[config.mk]
export PLATFORM = sky130hd
export DESIGN_NAME = i2c_bit_level_master_top_flat
export DESIGN_NICKNAME = d
export VERILOG_FILES = /design/src/hdl/i2cbm_pkg.sv /design/src/hdl/i2cbm_ifs.sv /design/src/hdl/i2c_bit_level_master_top.sv /design/src/hdl/i2cbm_ctrl.sv /design/src/hdl/i2cbm_dp.sv /design/src/flat_wrapper.sv
export SDC_FILE = /design/constraint.sdc
export NUM_CORES = 1
export LEC_CHECK = 0
export BUFFER_PORTS_ARGS = -buffer_cell sky130_fd_sc_hd__buf_4
export CAP_MARGIN = 20
export CORE_MARGIN = 2
export CORE_UTILIZATION = 51
export CTS_CLUSTER_DIAMETER = 50
export DETAILED_ROUTE_END_ITERATION = 12
export PLACE_DENSITY = 0.86
export SLEW_MARGIN = 30
export SYNTH_ARGS = -nofsm -noshare
export SYNTH_HDL_FRONTEND = slang
export SYNTH_SLANG_ARGS = --single-unit
[constraint.sdc]
create_clock -name clk -period 2.1 [get_ports clk]
set_input_delay 0.42 -clock clk [delete_from_list [all_inputs] [get_ports clk]]
set_output_delay 0.42 -clock clk [all_outputs]
set_load 0.02 [all_outputs]
[src/hdl/i2cbm_pkg.sv]
// Shared types and constants for the I2C bit-level master.
// Used by the controller, the datapath and the top level.
package i2cbm_pkg;

  localparam int unsigned PhaseW = 16;
  localparam logic [PhaseW-1:0] PhaseCyclesReset = 16'd1000;

  typedef enum logic [2:0] {
    OP_START    = 3'd0,
    OP_STOP     = 3'd1,
    OP_WRITE    = 3'd2,
    OP_READ     = 3'd3,
    OP_SEND_ACK = 3'd4,
    OP_RECV_ACK = 3'd5
  } op_t;

  typedef enum logic [1:0] {
    ST_IDLE,
    ST_EMIT,
    ST_WAIT,
    ST_HOLD
  } state_t;

  typedef enum logic [2:0] {
    PK_SDA_HI,
    PK_SDA_LO,
    PK_SDA_BIT,
    PK_SDA_ACK,
    PK_SCL_HI,
    PK_SCL_LO
  } phase_kind_t;

  typedef struct packed {
    logic        load;
    logic        emit;
    phase_kind_t kind;
    logic        sample;
    logic        show_rd;
    logic        show_ack;
    logic        last;
    logic        load_timer;
    logic        hold_run;
  } dp_cmd_t;

  typedef struct packed {
    logic timer_done;
  } dp_status_t;

endpackage

[src/hdl/i2cbm_ifs.sv]
// Valid/ready channel interfaces for the I2C bit-level master.
// Command beats in, pin phase beats out; no package dependency.
interface i2cbm_cmd_if;
  logic       valid;
  logic       ready;
  logic [2:0] opcode;
  logic [7:0] write_byte;
  logic       ack_drive;
  logic [7:0] line_bits;

  modport source (output valid, opcode, write_byte, ack_drive, line_bits, input ready);
  modport sink (input valid, opcode, write_byte, ack_drive, line_bits, output ready);
endinterface

interface i2cbm_phase_if;
  logic       valid;
  logic       ready;
  logic       scl_level;
  logic       sda_level;
  logic [7:0] read_data;
  logic       ack_seen;
  logic       last_phase;

  modport source (output valid, scl_level, sda_level, read_data, ack_seen, last_phase,
                  input ready);
  modport sink (input valid, scl_level, sda_level, read_data, ack_seen, last_phase,
                output ready);
endinterface

[src/hdl/i2c_bit_level_master_top.sv]
// Channel     Dir  Payload                                         Handshake
// cmd         in   opcode, write_byte, ack_drive, line_bits        valid/ready
// phase       out  scl_level, sda_level, read_data, ack_seen, last valid/ready
// cfg         in   cfg_wdata (phase_cycles)                        cfg_we
//
// One command beat gives 4 (start), 3 (stop, acks), 24 (write) or 17 (read) phase beats.
// Each phase is formed in ST_EMIT, waits in ST_WAIT for its beat to be taken, then holds
// in ST_HOLD until the hold counter, loaded from phase_cycles, runs out.
// Unknown opcodes are taken and give no beat. cmd.ready is high only
// between commands. Reset (rst, synchronous) releases both lines, phase_cycles = 1000.
// Top level of the I2C bit-level master; depends on i2cbm_pkg, i2cbm_ifs,
// i2cbm_ctrl and i2cbm_dp.
module i2c_bit_level_master_top (
  input  logic                          clk,
  input  logic                          rst,
  input  logic                          cfg_we,
  input  logic [i2cbm_pkg::PhaseW-1:0]  cfg_wdata,
  i2cbm_cmd_if.sink                     cmd,
  i2cbm_phase_if.source                 phase
);

  i2cbm_pkg::dp_cmd_t    dp_cmd;
  i2cbm_pkg::dp_status_t dp_status;

  i2cbm_ctrl u_ctrl (
    .clk       (clk),
    .rst       (rst),
    .in_valid  (cmd.valid),
    .in_ready  (cmd.ready),
    .opcode    (cmd.opcode),
    .out_valid (phase.valid),
    .out_ready (phase.ready),
    .cmd       (dp_cmd),
    .status    (dp_status)
  );

  i2cbm_dp u_dp (
    .clk        (clk),
    .rst        (rst),
    .cfg_we     (cfg_we),
    .cfg_wdata  (cfg_wdata),
    .opcode     (cmd.opcode),
    .write_byte (cmd.write_byte),
    .ack_drive  (cmd.ack_drive),
    .line_bits  (cmd.line_bits),
    .cmd        (dp_cmd),
    .status     (dp_status),
    .scl_level  (phase.scl_level),
    .sda_level  (phase.sda_level),
    .read_data  (phase.read_data),
    .ack_seen   (phase.ack_seen),
    .last_phase (phase.last_phase)
  );

`ifndef NO_ASSERTIONS
  a_no_cmd_while_phase: assert property (@(posedge clk) disable iff (rst)
    phase.valid |-> !cmd.ready)
    else $error("command taken while a phase beat is pending");

  a_hold_after_beat: assert property (@(posedge clk) disable iff (rst)
    (phase.valid && phase.ready) |=> !phase.valid)
    else $error("phase beat not followed by a hold");

  a_read_data_last: assert property (@(posedge clk) disable iff (rst)
    (phase.valid && (phase.read_data != 8'd0)) |-> phase.last_phase)
    else $error("read data shown before the last phase");

  a_ack_last: assert property (@(posedge clk) disable iff (rst)
    (phase.valid && phase.ack_seen) |-> phase.last_phase)
    else $error("ack shown before the last phase");
`endif

endmodule

[src/hdl/i2cbm_ctrl.sv]
// Controller for the I2C bit-level master: command FSM and phase sequencing.
// Depends on i2cbm_pkg; drives the datapath through dp_cmd_t.
module i2cbm_ctrl (
  input  logic                   clk,
  input  logic                   rst,
  input  logic                   in_valid,
  output logic                   in_ready,
  input  logic [2:0]             opcode,
  output logic                   out_valid,
  input  logic                   out_ready,
  output i2cbm_pkg::dp_cmd_t     cmd,
  input  i2cbm_pkg::dp_status_t  status
);

  i2cbm_pkg::state_t state, state_next;
  i2cbm_pkg::op_t    op;
  logic [1:0]        sub;
  logic [2:0]        bitn;
  logic              op_known;
  logic              last;
  i2cbm_pkg::phase_kind_t kind;
  logic              sample;
  logic              show_rd;
  logic              show_ack;

  assign op_known = (opcode == i2cbm_pkg::OP_START) || (opcode == i2cbm_pkg::OP_STOP) ||
                    (opcode == i2cbm_pkg::OP_WRITE) || (opcode == i2cbm_pkg::OP_READ) ||
                    (opcode == i2cbm_pkg::OP_SEND_ACK) || (opcode == i2cbm_pkg::OP_RECV_ACK);

  // phase decode from opcode and step position
  always_comb begin
    kind     = i2cbm_pkg::PK_SCL_LO;
    sample   = 1'b0;
    show_rd  = 1'b0;
    show_ack = 1'b0;
    last     = 1'b0;
    case (op)
      i2cbm_pkg::OP_START: begin
        case (sub)
          2'd0: kind = i2cbm_pkg::PK_SDA_HI;
          2'd1: kind = i2cbm_pkg::PK_SCL_HI;
          2'd2: kind = i2cbm_pkg::PK_SDA_LO;
          default: begin
            kind = i2cbm_pkg::PK_SCL_LO;
            last = 1'b1;
          end
        endcase
      end
      i2cbm_pkg::OP_STOP: begin
        case (sub)
          2'd0: kind = i2cbm_pkg::PK_SDA_LO;
          2'd1: kind = i2cbm_pkg::PK_SCL_HI;
          default: begin
            kind = i2cbm_pkg::PK_SDA_HI;
            last = 1'b1;
          end
        endcase
      end
      i2cbm_pkg::OP_WRITE: begin
        case (sub)
          2'd0: kind = i2cbm_pkg::PK_SDA_BIT;
          2'd1: kind = i2cbm_pkg::PK_SCL_HI;
          default: begin
            kind = i2cbm_pkg::PK_SCL_LO;
            last = (bitn == 3'd7);
          end
        endcase
      end
      i2cbm_pkg::OP_READ: begin
        case (sub)
          2'd0: kind = i2cbm_pkg::PK_SDA_HI;
          2'd1: begin
            kind   = i2cbm_pkg::PK_SCL_HI;
            sample = 1'b1;
          end
          default: begin
            kind    = i2cbm_pkg::PK_SCL_LO;
            last    = (bitn == 3'd7);
            show_rd = (bitn == 3'd7);
          end
        endcase
      end
      i2cbm_pkg::OP_SEND_ACK: begin
        case (sub)
          2'd0: kind = i2cbm_pkg::PK_SDA_ACK;
          2'd1: kind = i2cbm_pkg::PK_SCL_HI;
          default: begin
            kind = i2cbm_pkg::PK_SCL_LO;
            last = 1'b1;
          end
        endcase
      end
      i2cbm_pkg::OP_RECV_ACK: begin
        case (sub)
          2'd0: kind = i2cbm_pkg::PK_SDA_HI;
          2'd1: kind = i2cbm_pkg::PK_SCL_HI;
          default: begin
            kind     = i2cbm_pkg::PK_SCL_LO;
            last     = 1'b1;
            show_ack = 1'b1;
          end
        endcase
      end
      default: begin
        kind = i2cbm_pkg::PK_SCL_LO;
        last = 1'b1;
      end
    endcase
  end

  always_comb begin
    state_next = state;
    case (state)
      i2cbm_pkg::ST_IDLE: begin
        if (in_valid && op_known) state_next = i2cbm_pkg::ST_EMIT;
      end
      i2cbm_pkg::ST_EMIT: state_next = i2cbm_pkg::ST_WAIT;
      i2cbm_pkg::ST_WAIT: begin
        if (out_ready) state_next = i2cbm_pkg::ST_HOLD;
      end
      i2cbm_pkg::ST_HOLD: begin
        if (status.timer_done) state_next = last ? i2cbm_pkg::ST_IDLE : i2cbm_pkg::ST_EMIT;
      end
      default: state_next = i2cbm_pkg::ST_IDLE;
    endcase
  end

  always_comb begin
    in_ready       = (state == i2cbm_pkg::ST_IDLE);
    out_valid      = (state == i2cbm_pkg::ST_WAIT);
    cmd.load       = (state == i2cbm_pkg::ST_IDLE) && in_valid;
    cmd.emit       = (state == i2cbm_pkg::ST_EMIT);
    cmd.kind       = kind;
    cmd.sample     = sample;
    cmd.show_rd    = show_rd;
    cmd.show_ack   = show_ack;
    cmd.last       = last;
    cmd.load_timer = (state == i2cbm_pkg::ST_WAIT) && out_ready;
    cmd.hold_run   = (state == i2cbm_pkg::ST_HOLD);
  end

  always_ff @(posedge clk) begin
    if (rst) begin
      state <= i2cbm_pkg::ST_IDLE;
      op    <= i2cbm_pkg::OP_START;
      sub   <= 2'd0;
      bitn  <= 3'd0;
    end else begin
      state <= state_next;
      if ((state == i2cbm_pkg::ST_IDLE) && in_valid && op_known) begin
        op   <= i2cbm_pkg::op_t'(opcode);
        sub  <= 2'd0;
        bitn <= 3'd0;
      end else if ((state == i2cbm_pkg::ST_HOLD) && status.timer_done && !last) begin
        // advance to the next phase of the run
        if ((op == i2cbm_pkg::OP_WRITE) && (sub == 2'd2)) begin
          sub  <= 2'd0;
          bitn <= bitn + 3'd1;
        end else if ((op == i2cbm_pkg::OP_READ) && (sub == 2'd2)) begin
          sub  <= 2'd1;
          bitn <= bitn + 3'd1;
        end else begin
          sub <= sub + 2'd1;
        end
      end
    end
  end

endmodule

[src/hdl/i2cbm_dp.sv]
// Datapath for the I2C bit-level master: line levels, shift registers,
// phase hold timer and the result payload. Depends on i2cbm_pkg.
module i2cbm_dp (
  input  logic                                clk,
  input  logic                                rst,
  input  logic                                cfg_we,
  input  logic [i2cbm_pkg::PhaseW-1:0]        cfg_wdata,
  input  logic [2:0]                          opcode,
  input  logic [7:0]                          write_byte,
  input  logic                                ack_drive,
  input  logic [7:0]                          line_bits,
  input  i2cbm_pkg::dp_cmd_t                  cmd,
  output i2cbm_pkg::dp_status_t               status,
  output logic                                scl_level,
  output logic                                sda_level,
  output logic [7:0]                          read_data,
  output logic                                ack_seen,
  output logic                                last_phase
);

  logic [i2cbm_pkg::PhaseW-1:0] phase_cycles;
  logic [i2cbm_pkg::PhaseW-1:0] timer;
  logic                         scl;
  logic                         sda;
  logic [7:0]                   sreg;
  logic [7:0]                   lbits;
  logic                         ackl;

  assign status.timer_done = (timer <= i2cbm_pkg::PhaseW'(1));
  assign scl_level = scl;
  assign sda_level = sda;

  always_ff @(posedge clk) begin
    if (rst) begin
      phase_cycles <= i2cbm_pkg::PhaseCyclesReset;
      scl          <= 1'b1;
      sda          <= 1'b1;
    end else begin
      if (cfg_we) phase_cycles <= cfg_wdata;
      if (cmd.emit) begin
        case (cmd.kind)
          i2cbm_pkg::PK_SDA_HI:  sda <= 1'b1;
          i2cbm_pkg::PK_SDA_LO:  sda <= 1'b0;
          i2cbm_pkg::PK_SDA_BIT: sda <= sreg[7];
          i2cbm_pkg::PK_SDA_ACK: sda <= ackl;
          i2cbm_pkg::PK_SCL_HI:  scl <= 1'b1;
          i2cbm_pkg::PK_SCL_LO:  scl <= 1'b0;
          default:               scl <= scl;
        endcase
      end
    end
  end

  always_ff @(posedge clk) begin
    if (cmd.load) begin
      sreg  <= (opcode == i2cbm_pkg::OP_WRITE) ? write_byte : 8'd0;
      lbits <= line_bits;
      ackl  <= ack_drive;
    end else if (cmd.emit) begin
      if (cmd.kind == i2cbm_pkg::PK_SDA_BIT) sreg <= {sreg[6:0], 1'b0};
      if (cmd.sample) begin
        sreg  <= {sreg[6:0], lbits[7]};
        lbits <= {lbits[6:0], 1'b0};
      end
    end
    if (cmd.emit) begin
      read_data  <= cmd.show_rd ? sreg : 8'd0;
      ack_seen   <= cmd.show_ack ? lbits[7] : 1'b0;
      last_phase <= cmd.last;
    end
    if (cmd.load_timer) begin
      timer <= phase_cycles;
    end else if (cmd.hold_run && !status.timer_done) begin
      timer <= timer - i2cbm_pkg::PhaseW'(1);
    end
  end

endmodule
[src/flat_wrapper.sv]
// flat-port wrapper written by rule: the top's interface ports become plain ports
module i2c_bit_level_master_top_flat 
  (clk, rst, cfg_we, cfg_wdata, cmd_valid, cmd_opcode, cmd_write_byte, cmd_ack_drive, cmd_line_bits, cmd_ready, phase_valid, phase_scl_level, phase_sda_level, phase_read_data, phase_ack_seen, phase_last_phase, phase_ready);
  i2cbm_cmd_if cmd_i ();
  i2cbm_phase_if phase_i ();
  input  logic clk;
  input  logic rst;
  input  logic cfg_we;
  input  logic [i2cbm_pkg::PhaseW-1:0] cfg_wdata;
  input wire logic [$bits(cmd_i.valid)-1:0] cmd_valid;
  input wire logic [$bits(cmd_i.opcode)-1:0] cmd_opcode;
  input wire logic [$bits(cmd_i.write_byte)-1:0] cmd_write_byte;
  input wire logic [$bits(cmd_i.ack_drive)-1:0] cmd_ack_drive;
  input wire logic [$bits(cmd_i.line_bits)-1:0] cmd_line_bits;
  output wire logic [$bits(cmd_i.ready)-1:0] cmd_ready;
  output wire logic [$bits(phase_i.valid)-1:0] phase_valid;
  output wire logic [$bits(phase_i.scl_level)-1:0] phase_scl_level;
  output wire logic [$bits(phase_i.sda_level)-1:0] phase_sda_level;
  output wire logic [$bits(phase_i.read_data)-1:0] phase_read_data;
  output wire logic [$bits(phase_i.ack_seen)-1:0] phase_ack_seen;
  output wire logic [$bits(phase_i.last_phase)-1:0] phase_last_phase;
  input wire logic [$bits(phase_i.ready)-1:0] phase_ready;
  assign cmd_i.valid = cmd_valid;
  assign cmd_i.opcode = cmd_opcode;
  assign cmd_i.write_byte = cmd_write_byte;
  assign cmd_i.ack_drive = cmd_ack_drive;
  assign cmd_i.line_bits = cmd_line_bits;
  assign cmd_ready = cmd_i.ready;
  assign phase_valid = phase_i.valid;
  assign phase_scl_level = phase_i.scl_level;
  assign phase_sda_level = phase_i.sda_level;
  assign phase_read_data = phase_i.read_data;
  assign phase_ack_seen = phase_i.ack_seen;
  assign phase_last_phase = phase_i.last_phase;
  assign phase_i.ready = phase_ready;
  i2c_bit_level_master_top u_core (.clk(clk), .rst(rst), .cfg_we(cfg_we), .cfg_wdata(cfg_wdata), .cmd(cmd_i), .phase(phase_i));
endmodule
After elaboration in Yosys (flattened, before gate mapping). Cells that the tools add are included.

Bits in registers: 71. Bits of input ports: 41. Output and inout bits: 14. Word-level logic and storage cells: 117.

Add/sub/neg operators: 3. Magnitude comparators: 1. Equal/unequal tests: 24. Mux-type cells: 35. Reduce and logical (&&, ||, !) cells: 40.

Operators by type and width (count): 8-bit two-way mux (8); 16-bit two-way mux (2); 3-bit one-hot mux with 2 select lines (4); 3-bit == test (second input constant) (7); 3-bit by 2-bit == test with 1-bit output (second input constant) (6); 16-bit by 1-bit <= comparator with 1-bit output (second input constant) (1); 16-bit by 1-bit subtractor with 16-bit output (second input constant) (1); 3-bit one-hot mux with 5 select lines (1); 2-bit two-way mux (5); 2-bit AND reduction (5); 2-bit nonzero test (5); 3-bit by 1-bit == test with 1-bit output (second input constant) (3); 1-bit logical AND (9); 3-bit zero test (3); 3-bit one-hot mux with 3 select lines (1); 1-bit two-way mux (8); 2-bit one-hot mux with 4 select lines (1); 2-bit OR reduction (4); 2-bit == test (second input constant) (3); 3-bit two-way mux (2); 2-bit by 1-bit inequality test with 1-bit output (second input constant) (3); 3-bit OR reduction (2); 1-bit logical OR (5); 2-bit by 1-bit == test with 1-bit output (second input constant) (2); 10 further kinds (12).

Logic depth before layout (Yosys ltp). Gate-level depths: netlist of the first run.

Depth in word-level cells: 9. Depth in mapped cells: 7. Mapped depth without buffers: 7.

Cells and area by module. Synthesis of the first run repeated with hierarchy kept, for this count alone.

Cell total of the unflattened synthesis: 329. Area total of the unflattened synthesis: 3500.9 um2.

Modules (own cells, without submodules): i2cbm_dp (instances 1, cells an instance 233, area each 2752.6 um2, sequential area each 1651.6 um2); i2cbm_ctrl (instances 1, cells an instance 96, area each 748.2 um2, sequential area each 200.2 um2).

Least setup slack after synthesis of the first run. OpenSTA, ideal clock, no wires.

Kind: register to register. From: register u_core.u_dp.timer[0] (netlist bit). To: register u_core.u_dp.timer[0] (netlist bit), enable pin. Library setup time: 0.372 ns. Arrival time: 1.618 ns. Required time: 1.728 ns. Slack: 0.111 ns. Stages on the path, launching flop included: 8. Buffers on the path: 0. Period minus slack after synthesis: 1.989 ns. Cell sequence: edfxtp_1 > inv_1 > ha_1 > or2_2 > and3_1 > nand2_1 > nand2_1 > nand2_1.

Longest elaborated chain between the ends: 4.

RTL lines: start, declared (line i2cbm_dp.sv:22) `logic [i2cbm_pkg::PhaseW-1:0] timer;`; start signal, assigned (line i2cbm_dp.sv:72) `timer <= phase_cycles;`; start signal, assigned (line i2cbm_dp.sv:74) `timer <= timer - i2cbm_pkg::PhaseW'(1);`; 16-bit by 1-bit <= comparator with 1-bit output (line i2cbm_dp.sv:29) `assign status.timer_done = (timer <= i2cbm_pkg::PhaseW'(1));`; 1-bit zero test (line i2cbm_dp.sv:73) `end else if (cmd.hold_run && !status.timer_done) begin`; 1-bit logical AND (line i2cbm_dp.sv:73); 2-bit nonzero test (no source line).

No other way between the ends. A chain may end at the register's enable or synchronous reset.

Final worst setup path of the first run.
From: register u_core.u_ctrl.bitn[0]. To: register u_core.u_ctrl.sub[0].

Longest elaborated chain between the ends: 5.

RTL lines: start, declared (line i2cbm_ctrl.sv:18) `logic [2:0] bitn;`; start signal, assigned (line i2cbm_ctrl.sv:158) `bitn <= bitn + 3'd1;`; start signal, assigned (line i2cbm_ctrl.sv:161) `bitn <= bitn + 3'd1;`; 3-bit == test (line i2cbm_ctrl.sv:65, i2cbm_ctrl.sv:78); 1-bit two-way mux (line i2cbm_ctrl.sv:60, i2cbm_ctrl.sv:70); 1-bit one-hot mux with 3 select lines (line i2cbm_ctrl.sv:37) `case (op)`; 1-bit zero test (line i2cbm_ctrl.sv:154) `end else if ((state == i2cbm_pkg::ST_HOLD) && status.timer_done && !last) begin`; 1-bit logical AND (line i2cbm_ctrl.sv:154); end signal, assigned (line i2cbm_ctrl.sv:163) `sub <= sub + 2'd1;`; end, declared (line i2cbm_ctrl.sv:17) `logic [1:0] sub;`.

No other way between the ends.

==> results.sh, run 1 <==
export IMPL_layout_commonest_cell="buf_4"
export IMPL_worst_skew_pair_late_latency_ps=350
export IMPL_route_detailed_drc=0
export IMPL_tns_ps=0
export IMPL_grt_pass1_vias=2413
export IMPL_dpl_instance_area_mm2=0.00391
export IMPL_io_pins=55
export IMPL_power_frac_seq=0.462
export IMPL_regArea_mm2=0.00185
export IMPL_nFillCells=502
export IMPL_period_share=0.930
export IMPL_whs_ps=253
export IMPL_hold_viol_final=0
export IMPL_vias=2486
export IMPL_worstReg2RegEnd="u_core.u_ctrl.sub[0]"
export IMPL_synth_net_count=359
export IMPL_power_leakage_nw=1.61
export IMPL_switching_share=0.308
export IMPL_r2r_worst_path_cells=7
export IMPL_cts_repair_resized=0
export IMPL_ys_seq_area_frac=0.546
export IMPL_htree_levels=3
export IMPL_rsz0062_at_grt="no"
export IMPL_synth_flop_cell="edfxtp_1"
export IMPL_first_iter_violations=102
export IMPL_cts_tree="built"
export IMPL_slew_viol_final=0
export IMPL_hold_buffers=0
export IMPL_fmax_ghz=0.512
export IMPL_cp_arrival_ps=2240
export IMPL_worstSetupStartpointType="flop"
export IMPL_drt_first_pass_iters=4
export IMPL_final_cell_area_mm2=0.00413
export IMPL_core_mm2=0.00639
export IMPL_cts_buffers=9
export IMPL_routedWlPerCell_um=14.9
export IMPL_synth_edf_count=43
export IMPL_hpwl_mm=4.91
export IMPL_tightest_slew_ps=666
export IMPL_power_density_mw_per_mm2=1100
export IMPL_path_clk_slew_ps=80
export IMPL_row_count=29
export IMPL_worst_ep_required_time_ps=2380
export IMPL_grt_usage=0.193
export IMPL_intPower_w=0.00316
export IMPL_peakVddDrop_mv=0.658
export IMPL_antennaDiodeCount=0
export IMPL_yosys_warnings=0
export IMPL_ys_types=56
export IMPL_ctsLongestPathBuffers=2
export IMPL_gp_congestion=0.842
export IMPL_finalSetupViolCount=0
export IMPL_clock_skew_final_ps=8.19
export IMPL_multi_input_area_mm2=0.00144
export IMPL_portBuffers=54
export IMPL_ys_ff_latch=71
export IMPL_area_growth_pct=21.7
export IMPL_die_area_mm2=0.00732
export IMPL_crit_type="reg2reg"
export IMPL_clock_sinks=71
export IMPL_netlist_area_leader_share=0.380
export IMPL_ant_nets=0
export IMPL_post_place_ws_ps=135
export IMPL_reg2reg_from="u_core.u_ctrl.bitn[0]"
export IMPL_crit_end="u_core.u_ctrl.sub[0]"
export IMPL_run_status="complete, no violations"
export IMPL_syn_inst=310
export IMPL_drt_vias_per_instance=5.50
export IMPL_avgSynthCellArea_um2=11.0
export IMPL_syn_cell_area_mm2=0.00339
export IMPL_crit_path_end_kind="flop"
export IMPL_start_util=0.532
export IMPL_grt_max_degree=27
export IMPL_synth_top_cell_by_area="edfxtp_1"
export IMPL_fin_nets=419
export IMPL_synth_top_cells_by_area="edfxtp_1 (38%), dfxtp_1 (17%), mux2i_1 (4.1%)"
export IMPL_relSlewSlack=0.555
export IMPL_grt_pass1_wl_mm=11.0
export IMPL_rrSetupSlack_ps=150
export IMPL_hp_class="in2reg"
export IMPL_die_h_um=85.6
export IMPL_die_width_um=85.6
export IMPL_fin_util=0.647
export IMPL_antenna_found_initial=0
export IMPL_pwr_share_comb=0.281
export IMPL_min_path_cells=1
export IMPL_grt_overflow=0
export IMPL_mostFrequentLayoutCells="buf_4 (62), edfxtp_1 (43), nor2_1 (37)"
export IMPL_layout_min_cycle_time_ps=1950
export IMPL_routed_wl_mm=6.73
export IMPL_p_clk_frac=0.257
export IMPL_critPathMaxFanout=4
export IMPL_ys_async_sr_fraction=0
export IMPL_setup_ws_ps=146
export IMPL_drv_cap=0
export IMPL_root_buffer="clkbuf_8"
export IMPL_crit_path_start="u_core.u_ctrl.bitn[0]"
export IMPL_power_switching_w=0.00141
export IMPL_post_cts_buffers=0
export IMPL_final_layout_size_suffix_gt1_frac=0.253
[power by group through the flow]
| stage | combinational [W] | sequential, W | clock, W |
|---|---|---|---|
| floorplan | 0.000774 | 0.00215 | 0 |
| global placement | 0.00124 | 0.00212 | 0 |
| detailed placement | 0.00129 | 0.00213 | 0 |
| CTS | 0.00130 | 0.00210 | 0.00119 |
| global route | 0.00140 | 0.00214 | 0.00125 |
| finish | 0.00128 | 0.00211 | 0.00117 |
[routing by layer]
| layer | vias to the layer above | part of all wire | global-route usage |
|---|---|---|---|
| li1 | 1231 | - | - |
| met1 | 1178 | 0.44 | 0.228 |
| met2 | 66 | 0.49 | 0.329 |
| met3 | 11 | 0.054 | 0.0626 |
| met4 | 0 | 0.015 | 0.0750 |
| met5 | - | 0 | 0 |
[synthesized netlist by cell type (2+ instances only)]
library cell  number
a211o_1            6
a21oi_1            7
a22o_1             7
a31oi_1            3
and2_1             8
and3_1             3
buf_1              2
buf_2              3
clkbuf_1           8
dfxtp_1           28
edfxtp_1          43
ha_1               8
inv_1             12
mux2_2             7
mux2i_1           14
nand2_1           27
nand2b_1           2
nand3_1            2
nand3b_1           2
nand4_1            2
nor2_1            37
nor2b_1            7
nor3_1             5
nor3_2             2
nor3b_1            2
nor4_1             3
o211ai_1           2
o21ai_0           15
o22ai_1            2
o41ai_1            2
or3_1              2
xnor2_1           10
xor2_1             4
[stage by stage]
step,instances,power (W)
2_1_floorplan,310,0.00293
3_3_place_gp,436,0.00336
3_5_place_dp,436,0.00342
4_1_cts,452,0.00459
5_1_grt,452,0.00479
6_report,452,0.00456
[critical path, stage by stage (launching register included)]
cell and delay [ps]:
dfxtp_1 330, ha_1 200, ha_1 200, nand2b_1 180, a211oi_2 290, o211ai_2 160, or3_1 380, a21oi_2 150
[layout make-up]
type                            count  area share
Sequential cell                    71       0.448
Clock inverter                      6      0.0203
Multi-Input combinational cell    213       0.349
Tap cell                           77      0.0233
Timing Repair Buffer               63       0.118
Inverter                           12      0.0109
Clock buffer                       10      0.0309
[state kept, by name, summed over array words and instances (netlist names), 2 cells and up]
signal / flops
u_core.u_dp.lbits: 8
u_core.u_ctrl.bitn: 3
u_core.u_dp.timer: 16
u_core.u_dp.sreg: 8
u_core.u_ctrl.sub: 2
u_core.u_dp.read_data: 8
u_core.u_ctrl.op: 3
u_core.u_dp.phase_cycles: 16
u_core.u_ctrl.state: 2
[cells by family after synthesis]
family | Yosys count | share of synthesized area
buffers and inverters | 26 | 0.0321
AND/OR/NAND/NOR | 112 | 0.170
adder cells (fa/ha/maj) | 9 | 0.0324
flip-flops | 71 | 0.546
XOR/XNOR | 14 | 0.0361
multiplexers | 21 | 0.0645
AO/OA/AOI/OAI | 57 | 0.119
[worst min-delay path by stage]
stage                                            start                           end
after global routing                     cmd_ack_drive              u_core.u_dp.ackl
final                                    cmd_ack_drive              u_core.u_dp.ackl
after detailed placement  u_core.u_dp.phase_cycles[15]  u_core.u_dp.phase_cycles[15]
after CTS                                cmd_ack_drive              u_core.u_dp.ackl
after global placement    u_core.u_dp.phase_cycles[14]  u_core.u_dp.phase_cycles[14]
after floorplan           u_core.u_dp.phase_cycles[10]  u_core.u_dp.phase_cycles[10]
(Power assumes the default switching activity.)
==> run 2: changes to the inputs <==
CORE_UTILIZATION = 50   (was 51)
CTS_CLUSTER_SIZE = 10   (was unset)
PLACE_DENSITY = 0.85   (was 0.86)
SYNTH_HIERARCHICAL = 1   (was unset)
==> run 2 against run 1 <==
  * The run now ends with negative setup slack left
  * Critical path type unchanged
  * Power decreased by 4.8%
  * Synthesized cell count is 6.1% higher
  * Maximum frequency shrank 13%
  * Register-to-register slack worse by 280 ps
  * Wire length is 6.3% higher
  * Area after synthesis up 3.1%
==> results.sh, run 2 <==
export IMPL_netlist_area_leader_share=0.369
export IMPL_ant_nets=0
export IMPL_crit_path_end_kind="flop"
export IMPL_synth_flop_cell="edfxtp_1"
export IMPL_nFillCells=523
export IMPL_syn_cell_area_mm2=0.00350
export IMPL_synth_net_count=378
export IMPL_grt_max_degree=25
export IMPL_crit_type="reg2reg"
export IMPL_violations="negative setup slack"
export IMPL_critPathSlowestCell="or4_4"
export IMPL_antennaDiodeCount=0
export IMPL_drv_cap=0
export IMPL_setup_ws_ps=-134
export IMPL_start_util=0.515
export IMPL_fin_util=0.646
export IMPL_first_iter_violations=134
export IMPL_power_density_mw_per_mm2=990
export IMPL_ys_seq_area_frac=0.529
export IMPL_hp_class="in2reg"
export IMPL_yosys_warnings=6
export IMPL_route_detailed_drc=0
export IMPL_drt_vias_per_instance=5.17
export IMPL_ys_async_sr_fraction=0
export IMPL_finalSetupViolCount=6
export IMPL_worstReg2RegEnd="u_core/u_ctrl/state[1]"
export IMPL_hpwl_mm=5.20
export IMPL_synth_top_cells_by_area="edfxtp_1 (37%), dfxtp_1 (16%), mux2i_1 (4.3%)"
export IMPL_syn_inst=329
export IMPL_reg2reg_from="u_core/u_dp/timer[6]"
export IMPL_clock_skew_final_ps=8.26
export IMPL_r2r_worst_path_cells=7
export IMPL_layout_min_cycle_time_ps=2230
export IMPL_synth_common_cells="edfxtp_1 (43), nor2_1 (31), nand2_1 (29)"
export IMPL_run_status="finished with violations"
export IMPL_gp_congestion=0.834
export IMPL_ctsLongestPathBuffers=2
export IMPL_worst_skew_pair_late_latency_ps=340
export IMPL_grt_pass1_vias=2696
export IMPL_crit_chain="or4_4 -> nor4_4 -> inv_1 -> a222oi_1 -> buf_4 -> mux2i_1 -> nor2_1"
export IMPL_slew_viol_final=0
export IMPL_vias=2623
export IMPL_die_width_um=87.7
export IMPL_crit_end="u_core/u_ctrl/state[1]"
export IMPL_hold_path_startpoint="cmd_ack_drive"
export IMPL_worst_ep_required_time_ps=2330
export IMPL_top_regs="u_core/u_dp/phase_cycles x16, u_core/u_dp/timer x16"
export IMPL_ys_ff_latch=71
export IMPL_grt_overflow=0
export IMPL_crit_path_start="u_core/u_dp/timer[6]"
export IMPL_cts_buffers=9
export IMPL_critPathMaxFanout=4
export IMPL_synth_edf_count=43
export IMPL_antenna_found_initial=0
export IMPL_die_area_mm2=0.00769
export IMPL_clock_sinks=71
export IMPL_routedWlPerCell_um=14.1
export IMPL_drt_first_pass_iters=4
export IMPL_root_buffer="clkbuf_8"
export IMPL_worstSetupStartpointType="flop"
export IMPL_period_share=1.06
export IMPL_cp_arrival_ps=2470
export IMPL_ys_types=48
export IMPL_power_leakage_nw=1.76
export IMPL_grt_pass1_wl_mm=11.9
export IMPL_layout_commonest_cell="buf_4"
export IMPL_final_cell_area_mm2=0.00439
export IMPL_synth_top_cell_by_area="edfxtp_1"
export IMPL_dpl_instance_area_mm2=0.00417
export IMPL_mostFrequentLayoutCells="buf_4 (86), edfxtp_1 (43), nor2_1 (31)"
export IMPL_routed_wl_mm=7.15
export IMPL_fmax_ghz=0.448
export IMPL_peakVddDrop_mv=0.616
export IMPL_core_mm2=0.00679
export IMPL_relSlewSlack=0.463
export IMPL_avgSynthCellArea_um2=10.6
export IMPL_hold_viol_final=0
export IMPL_htree_levels=3
export IMPL_synth_most_common_cell="edfxtp_1"
export IMPL_post_place_ws_ps=-187
export IMPL_final_layout_size_suffix_gt1_frac=0.311
export IMPL_tightest_slew_ps=805
export IMPL_cts_tree="built"
export IMPL_max_stage_delay_ps=570
export IMPL_rrSetupSlack_ps=-130
export IMPL_path_clk_slew_ps=80
export IMPL_io_pins=55
export IMPL_die_h_um=87.7
export IMPL_row_count=30
export IMPL_area_growth_pct=25.4
export IMPL_portBuffers=54
export IMPL_rsz0062_at_grt="yes"
export IMPL_grt_usage=0.201
export IMPL_fin_nets=455
-- run 2: timing repair --
| action | in CTS | in global routing |
|---|---|---|
| buffers inserted | 0 | 3 |
| hold buffers | 0 | 0 |
| hold endpoints to repair | 0 | 0 |
| gates resized for setup | 5 | 4 |
| pin swaps | 1 | 3 |
| setup endpoints to repair | 22 | 31 |
-- run 2: worst min path at each step --
stage	to	slack, ps	depth (start not counted)
after global routing	u_core/u_dp/ackl	230	1
after floorplan	u_core/u_dp/phase_cycles[0]	450	2
final	u_core/u_dp/ackl	250	1
after global placement	u_core/u_dp/scl_level	460	1
after CTS	u_core/u_dp/ackl	230	1
after detailed placement	u_core/u_dp/scl_level	470	1
-- run 2: through the flow --
stage               cells  hold WS [ps]  power (W)  setup TNS (ps)
finish                507           252    0.00435            -385
global route          507           231    0.00460           -3060
CTS                   504           232    0.00434            -338
detailed placement    488           468    0.00335           -1230
global placement      488           458    0.00329            -613
floorplan             329           454    0.00284           -2550
-- run 2: where the power goes --
part / leakage, nW / switching [W] / internal (W)
sequential: 0.638 / 0.000155 / 0.00188
combinational: 1.03 / 0.000723 / 0.000613
clock: 0.0829 / 0.000536 / 0.000435
total: 1.76 / 0.00141 / 0.00293
-- run 2: critical path: cells and delay by family (launching register included) --
| family | cells | cell delay, ps |
|---|---|---|
| AOI/OAI and AO/OA | 1 | 370 |
| muxes | 1 | 170 |
| and+or+nand+nor | 3 | 910 |
| DFF | 1 | 390 |
| buffers and inverters | 2 | 290 |
-- run 2: final cells by class --
class	instances	area, µm²	area share
inverters	18	67.6	0.0154
clock inverters	6	46.3	0.0105
multi-input cells	220	1530	0.348
well taps	96	120	0.0274
clock buffers	10	128	0.0291
flip-flops and latches	71	1850	0.422
repair buffers	86	646	0.147
-- run 2: cell families after synthesis --
group                    Yosys count  synth area share
AO/OA/AOI/OAI                     58             0.107
XOR/XNOR                          15            0.0375
adder cells (fa/ha/maj)            8            0.0286
buffers and inverters             38            0.0493
flip-flops                        71             0.529
multiplexers                      25            0.0751
AND/OR/NAND/NOR                  114             0.174
-- run 2: routing by layer --
layer / part of all wire / vias up / global-route usage
met4: 0.022 / 0 / 0.0825
met5: 0 / - / 0
li1: - / 1311 / -
met2: 0.52 / 77 / 0.343
met1: 0.41 / 1215 / 0.222
met3: 0.055 / 20 / 0.0811
